<file path="config.mk">
export PLATFORM = sky130hd
export DESIGN_NAME = wip_isqrt
export DESIGN_NICKNAME = d
export VERILOG_FILES = /design/src/rtl/core/wip_pkg.sv /design/src/rtl/core/wip_isqrt.sv
export SDC_FILE = /design/constraint.sdc
export NUM_CORES = 1
export LEC_CHECK = 0
export BUFFER_PORTS_ARGS = -buffer_cell sky130_fd_sc_hd__clkbuf_2
export CAP_MARGIN = 20
export CORE_ASPECT_RATIO = 0.75
export CORE_MARGIN = 2
export CORE_UTILIZATION = 40
export CTS_CLUSTER_DIAMETER = 80
export DETAILED_ROUTE_END_ITERATION = 6
export SKIP_CTS_REPAIR_TIMING = 1
export SLEW_MARGIN = 20
export SYNTH_ARGS = -nofsm -noshare
export SYNTH_HDL_FRONTEND = slang
export SYNTH_SLANG_ARGS = --single-unit
export TNS_END_PERCENT = 50
</file>
<file path="constraint.sdc">
create_clock -name clk -period 4 [get_ports clk]
set_input_delay 0.2 -clock clk [delete_from_list [all_inputs] [get_ports clk]]
set_output_delay 0.2 -clock clk [all_outputs]
set_load 0.05 [all_outputs]
</file>
<file path="src/rtl/core/wip_pkg.sv">
// Shared constants, codes and types of the wave interference pixel core.
package wip_pkg;

	localparam int MAX_SOURCES  = 8;
	localparam int TABLE_DEPTH  = 256;

	localparam int SRC_W   = (MAX_SOURCES > 1) ? $clog2(MAX_SOURCES) : 1;
	localparam int CNT_W   = $clog2(MAX_SOURCES + 1);
	localparam int TBL_AW  = $clog2(TABLE_DEPTH);
	localparam int SLOT_W  = 8;
	localparam int HVAL_W  = 9;
	localparam int COORD_W = 10;
	localparam int NSRC_W  = 4;
	localparam int RAD_W   = 9;
	localparam int CFG_W   = 9;
	localparam int SQ_W    = 2 * COORD_W;
	localparam int D2_W    = SQ_W + 1;
	localparam int ROOT_W  = (D2_W + 1) / 2;
	localparam int STEP_W  = $clog2(ROOT_W + 1);
	localparam int SUM_W   = HVAL_W + CNT_W;
	localparam int LEVEL_W = 8;

	// Scaling: level = min(255, floor(2*sum/5))
	localparam int LEVEL_MAX = 255;
	localparam int SAT_SUM   = 638;
	localparam int RECIP_5   = 13108;
	localparam int RECIP_SH  = 16;

	typedef enum logic [1:0] {
		ACT_HEIGHT = 2'd0,
		ACT_SOURCE = 2'd1,
		ACT_PIXEL  = 2'd2,
		ACT_NONE   = 2'd3
	} action_t;

	typedef enum logic {
		CFG_NUM_SOURCES = 1'b0,
		CFG_WAVE_RADIUS = 1'b1
	} cfg_idx_t;

	typedef enum logic [2:0] {
		ST_IDLE,
		ST_START,
		ST_ROOT,
		ST_ACC,
		ST_FIN
	} state_t;

	// Broadcast controls of the source cell chain
	typedef struct packed {
		logic                calc;
		logic                shift;
		logic [COORD_W-1:0]  px;
		logic [COORD_W-1:0]  py;
	} cell_ctrl_t;

endpackage

</file>
<file path="src/rtl/core/wip_isqrt.sv">
// Iterative floor square root, one result bit per cycle.
module wip_isqrt (
	input  logic                        clk,
	input  logic                        arst_n,
	input  logic                        start,
	input  logic [wip_pkg::D2_W-1:0]    d2,
	output logic                        done,
	output logic [wip_pkg::ROOT_W-1:0]  root
);
	import wip_pkg::*;

	localparam int RW = D2_W + 1;

	logic [RW-1:0]     v_q, root_q, bit_q, trial;
	logic [STEP_W-1:0] step_q;
	logic              busy_q, done_q;

	assign trial = root_q + bit_q;

	always_ff @(posedge clk or negedge arst_n) begin
		if (!arst_n) begin
			busy_q <= 1'b0;
			done_q <= 1'b0;
			step_q <= '0;
		end else begin
			done_q <= 1'b0;
			if (start) begin
				busy_q <= 1'b1;
				step_q <= STEP_W'(ROOT_W);
			end else if (busy_q) begin
				step_q <= step_q - 1'b1;
				if (step_q == STEP_W'(1)) begin
					busy_q <= 1'b0;
					done_q <= 1'b1;
				end
			end
		end
	end

	// restoring root step
	always_ff @(posedge clk) begin
		if (start) begin
			v_q    <= RW'(d2);
			root_q <= '0;
			bit_q  <= RW'(1) << (2 * (ROOT_W - 1));
		end else if (busy_q) begin
			if (v_q >= trial) begin
				v_q    <= v_q - trial;
				root_q <= (root_q >> 1) + bit_q;
			end else begin
				root_q <= root_q >> 1;
			end
			bit_q <= bit_q >> 2;
		end
	end

	assign done = done_q;
	assign root = root_q[ROOT_W-1:0];

endmodule

</file>
After elaboration in Yosys (flattened, before gate mapping):

Index checks and enable logic that the tools add are counted.

* $add $sub $neg: 4
* order comparisons: 1
* equality and inequality tests: 1
* mux-type cells: 12
* reduce and logical (&&, ||, !) cells: 4

Operators with widths (number)
* $mux W21: 3
* $add A21 B21 Y22: 1
* $add A22 B21 Y22: 1
* $ge A22 B22 Y1: 1
* $mux W22: 1
* $sub A22 B22 Y22: 1
* $mux W4: 2
* $mux W1: 6
* $eq A4 B1 Y1 const B: 1
* $reduce_and A2 Y1: 2
* $reduce_bool A2 Y1: 2
* $sub A4 B1 Y4 const B: 1

* register bits after elaboration: 61
* input port bits: 24
* output and inout port bits: 12
* logic and storage cells: 29

Depth between registers and ports, before layout:

* depth after elaboration: 5
* mapped depth: 18
* depth with buffers taken out: 17

Worst setup path before layout:

No wires, ideal clock.

* path type: register -> register
* start point: register root_q[10]
* end point: register v_q[0] (enable)
* setup time: 0.406 ns
* data arrival time: 3.808 ns
* data required time: 3.594 ns
* setup slack: -0.214 ns
* stages on the path, launching flop included: 13
* path buffers: 0
* period minus slack after synthesis: 4.214 ns
* cells stage by stage: dfxtp_1 ha_1 a31o_2 a31oi_1 a21bo_2 a31oi_1 nor2_1 o311ai_0 xor2_1 ha_1 a21o_1 a21oi_1 o211ai_1

* word-level cells in the longest chain between the ends: 4

Ends and longest elaborated chain
* from (decl): RTL line wip_isqrt.sv:14 `logic [RW-1:0] v_q, root_q, bit_q, trial;`
* from (signal assigned): RTL line wip_isqrt.sv:49 `root_q <= (root_q >> 1) + bit_q;`
* from (signal assigned): RTL line wip_isqrt.sv:51 `root_q <= root_q >> 1;`
* $add A22 B21 Y22: RTL line wip_isqrt.sv:18 `assign trial = root_q + bit_q;`
* $ge A22 B22 Y1: RTL line wip_isqrt.sv:47 `if (v_q >= trial) begin`
* $reduce_bool A2 Y1 (no line)
* $reduce_and A2 Y1 (no line)
* to (signal assigned): RTL line wip_isqrt.sv:43 `v_q <= RW'(d2);`
* to (signal assigned): RTL line wip_isqrt.sv:48 `v_q <= v_q - trial;`
* to (decl): RTL line wip_isqrt.sv:14

Every way passes these cells.
A chain may end at the register's enable or synchronous reset.

Final worst setup path:

* start point: register bit_q[8]
* end point: register root_q[20]

* word-level cells in the longest chain between the ends: 3
* elaborated cells on any way between the ends: 4
* classes of those cells: add/sub (2); order compare (1); mux (1)

Ends and longest elaborated chain
* from (decl): RTL line wip_isqrt.sv:14
* from (signal assigned): RTL line wip_isqrt.sv:45 `bit_q <= RW'(1) << (2 * (ROOT_W - 1));`
* from (signal assigned): RTL line wip_isqrt.sv:53 `bit_q <= bit_q >> 2;`
* $add A22 B21 Y22: RTL line wip_isqrt.sv:18
* $ge A22 B22 Y1: RTL line wip_isqrt.sv:47
* $mux W22 *: RTL line wip_isqrt.sv:47

Mark *: on every way between the ends. The rest lies on a longest branch, timed or not.

==> flow_summary.ini <==
[run_status]
outcome = completed

[route]
via_per_inst = 5.84
wl_per_cell_um = 17.9
drc_errors = 0
dr.pass1.iters = 5
wl_mm = 14.9
antenna_left = 0
first_iter_violations = 361
dr_total_vias = 4863

[layout]
fill_cells = 1184
final_cell_mix = 70 x nand2_1, 46 x ha_1, 45 x o21ai_0, 40 x nor2_1, 40 x buf_4
diodes = 0
multi_input_area_sq_um = 3500
stdcell_count = 832
final_common_cell = nand2_1
fin_area_sq_um = 6090
final-seq-area_sq_um = 1470
synthToLayoutAreaGrowth_pct = 18.5
final_nets = 734
drive_gt1_frac = 0.185

[pwr]
seqPwrFrac = 0.225
pwr-share-clk = 0.203
power.internal_mw = 2.48
peakVddDrop_uv = 409
power_mw = 4.33
switchingPower_mw = 1.86
pwr_density_cell_nw_per_um2 = 712
swShare = 0.428
leakagePower_nw = 2.54
power_frac_comb = 0.573

[setup_path]
slowest_delay_ns = 0.37
cp_max_fo = 13
critical_path_class = reg2reg
critical_path_required_ns = 4.20
endpoint_kind = register
r2r_cells = 16
critPathLaunch = bit_q[8]
regToRegStartpoint = bit_q[8]
worstReg2RegEnd = root_q[20]
cp.arrival_ns = 4.06
cp-start-kind = register
crit_family = compound AO/OA/AOI/OAI gates
reg2reg_setup_slack_ns = 0.15
crit_path_end = root_q[20]
cp_cell_sequence = ha_1 > a31o_4 > a31oi_1 > a21bo_2 > a31oi_2 > nor2b_1 > xnor2_1 > ha_1 > buf_4 > a21oi_1 > o2111ai_1 > and2_2 > o221a_4 > buf_4 > o221ai_1 > o311ai_1
worst-path-stages = 16
crit_buf_inv = 2
cpMaxStageDelayCell = dfxtp_1

[synthesis]
synth_area_per_cell_sq_um = 8.31
synthArstFlopShare = 0.0984
syn_area_sq_um = 5140
synth_cells = 618
synth_largest_area_cell = dfxtp_1
syn-num-nets = 691
synth_cell_types = 63
ys_seq_area_frac = 0.284
synth_top_area_frac = 0.132
yosysWarningCount = 0
synth_ff_type = dfxtp_1
ys_seq_elements = 61
yosys-top-cells-area = dfxtp_1 13%, edfxtp_1 12%, ha_1 12%
synth_edf_count = 21

[clock_network]
cts_tree = yes
cts_max_path_buffers = 2
cts_num_sinks = 61
htreeDepth = 3
cts_buffers = 9
clockRootBuffer = clkbuf_16
insertion_delay_ns = 0.35
path_clk_slew_ns = 0.06

[floorplanning]
fp.dieW_um = 135
die_h_um = 102
dieArea_sq_um = 13800
core_region_area_sq_um = 12400
boundaryPins = 36
start_util = 0.415
rows = 35

[global_route]
grt_pass1_vias = 4614
track_usage = 0.224
antenna_found_initial = 0
overflow = 0
grt_max_degree = 74
grt_pass1_wl_mm = 24.1

[sta]
hold_viol = 0
period_minus_slack_ns = 3.85
relSlewSlack = 0.305
timing.fmax_mhz = 259
setup_violations = 0
tightest_slew_ns = 1.04
fin_crit_sh = 0.963
fin_ws_ns = 0.146
holdWs_ns = 0.126
skew_ns = 0.00861
drv_slew = 0

[place]
postPlaceCellArea_sq_um = 5650
post-place-ws_ns = 0.00246
portBuffers = 35
dp_hpwl_mm = 10.7
dp.cells = 815
gp_congestion = 0.898

[flow_run]
maxCapViolations = 0

[worst_hold_path]
min-delay-path-class = in2reg
worst register-to-register path: stages (launching register included):
cell and delay [ns]:
dfxtp_1 0.37, ha_1 0.27, a31o_4 0.26, a31oi_1 0.25
a21bo_2 0.27, a31oi_2 0.19, nor2b_1 0.08, xnor2_1 0.12
ha_1 0.28, buf_4 0.15, a21oi_1 0.20, o2111ai_1 0.18
and2_2 0.26, o221a_4 0.32, buf_4 0.17, o221ai_1 0.22
o311ai_1 0.13
area by class of cell:
class,count,share of cell area
Inverter,18,0.0111
Clock inverter,5,0.0103
Clock buffer,11,0.0452
Tap cell,166,0.0341
Multi-Input combinational cell,494,0.575
Timing Repair Buffer,77,0.0831
Sequential cell,61,0.241
routing by layer:
metal,vias to the layer above,part of all wire,track usage
met4,0,0.012,0.0696
met1,2295,0.49,0.325
li1,2401,-,-
met2,151,0.44,0.337
met3,16,0.058,0.0412
met5,-,0,0
synth_stat cells (7+ instances only):
master	n
nand2_1	70
ha_1	48
o21ai_0	47
nor2_1	40
dfxtp_1	34
a21oi_1	29
a31oi_1	27
nand3_1	26
xor2_1	25
clkbuf_1	24
edfxtp_1	21
xnor2_1	21
inv_1	17
mux2i_1	14
a21o_1	12
buf_4	12
nor4_1	11
and3_1	10
nand4_1	10
nor3_1	10
a32oi_1	7
power by group through the flow:
stage / clock, mW / combinational [mW] / sequential, mW
global placement: 0 / 2.33 / 0.978
floorplan: 0 / 1.66 / 0.944
global route: 0.916 / 2.71 / 0.992
finish: 0.878 / 2.48 / 0.974
detailed placement: 0 / 2.38 / 0.982
CTS: 0.895 / 2.40 / 0.972
cells by family (layout without fill, tap and decap cells):
group | Yosys count | after routing | share of synthesized area
flip-flops | 61 | 61 | 0.284
multiplexers | 16 | 16 | 0.0317
XOR/XNOR | 46 | 46 | 0.0784
adder cells (fa/ha/maj) | 49 | 49 | 0.121
buffers and inverters | 63 | 111 | 0.0565
AND/OR/NAND/NOR | 199 | 199 | 0.185
AO/OA/AOI/OAI | 184 | 184 | 0.243
sequential cells by signal, indices dropped and copies added (netlist names):
name / count
root_q: 22
v_q: 22
bit_q: 11
step_q: 4
busy_q: 1
done: 1
per-stage QoR:
step,utilization,TNS (ns)
2_1_floorplan,-,-0.362
6_report,0.491,0
4_1_cts,0.483,-0.111
3_3_place_gp,0.456,0
3_5_place_dp,0.456,0
5_1_grt,0.491,-0.0109
worst min path at each step:
stage               cells past startpoint  startpoint   endpoint  slack [ns]
floorplan                               0      arst_n     busy_q        -0.1
detailed placement                      1      arst_n       done        0.04
global route                            3      d2[15]    v_q[15]        0.14
finish                                  3      d2[18]    v_q[18]        0.13
global placement                        1      arst_n       done        0.03
CTS                                     1      arst_n  step_q[1]       -0.34
Note: power is estimated with default switching activity, not from simulation.
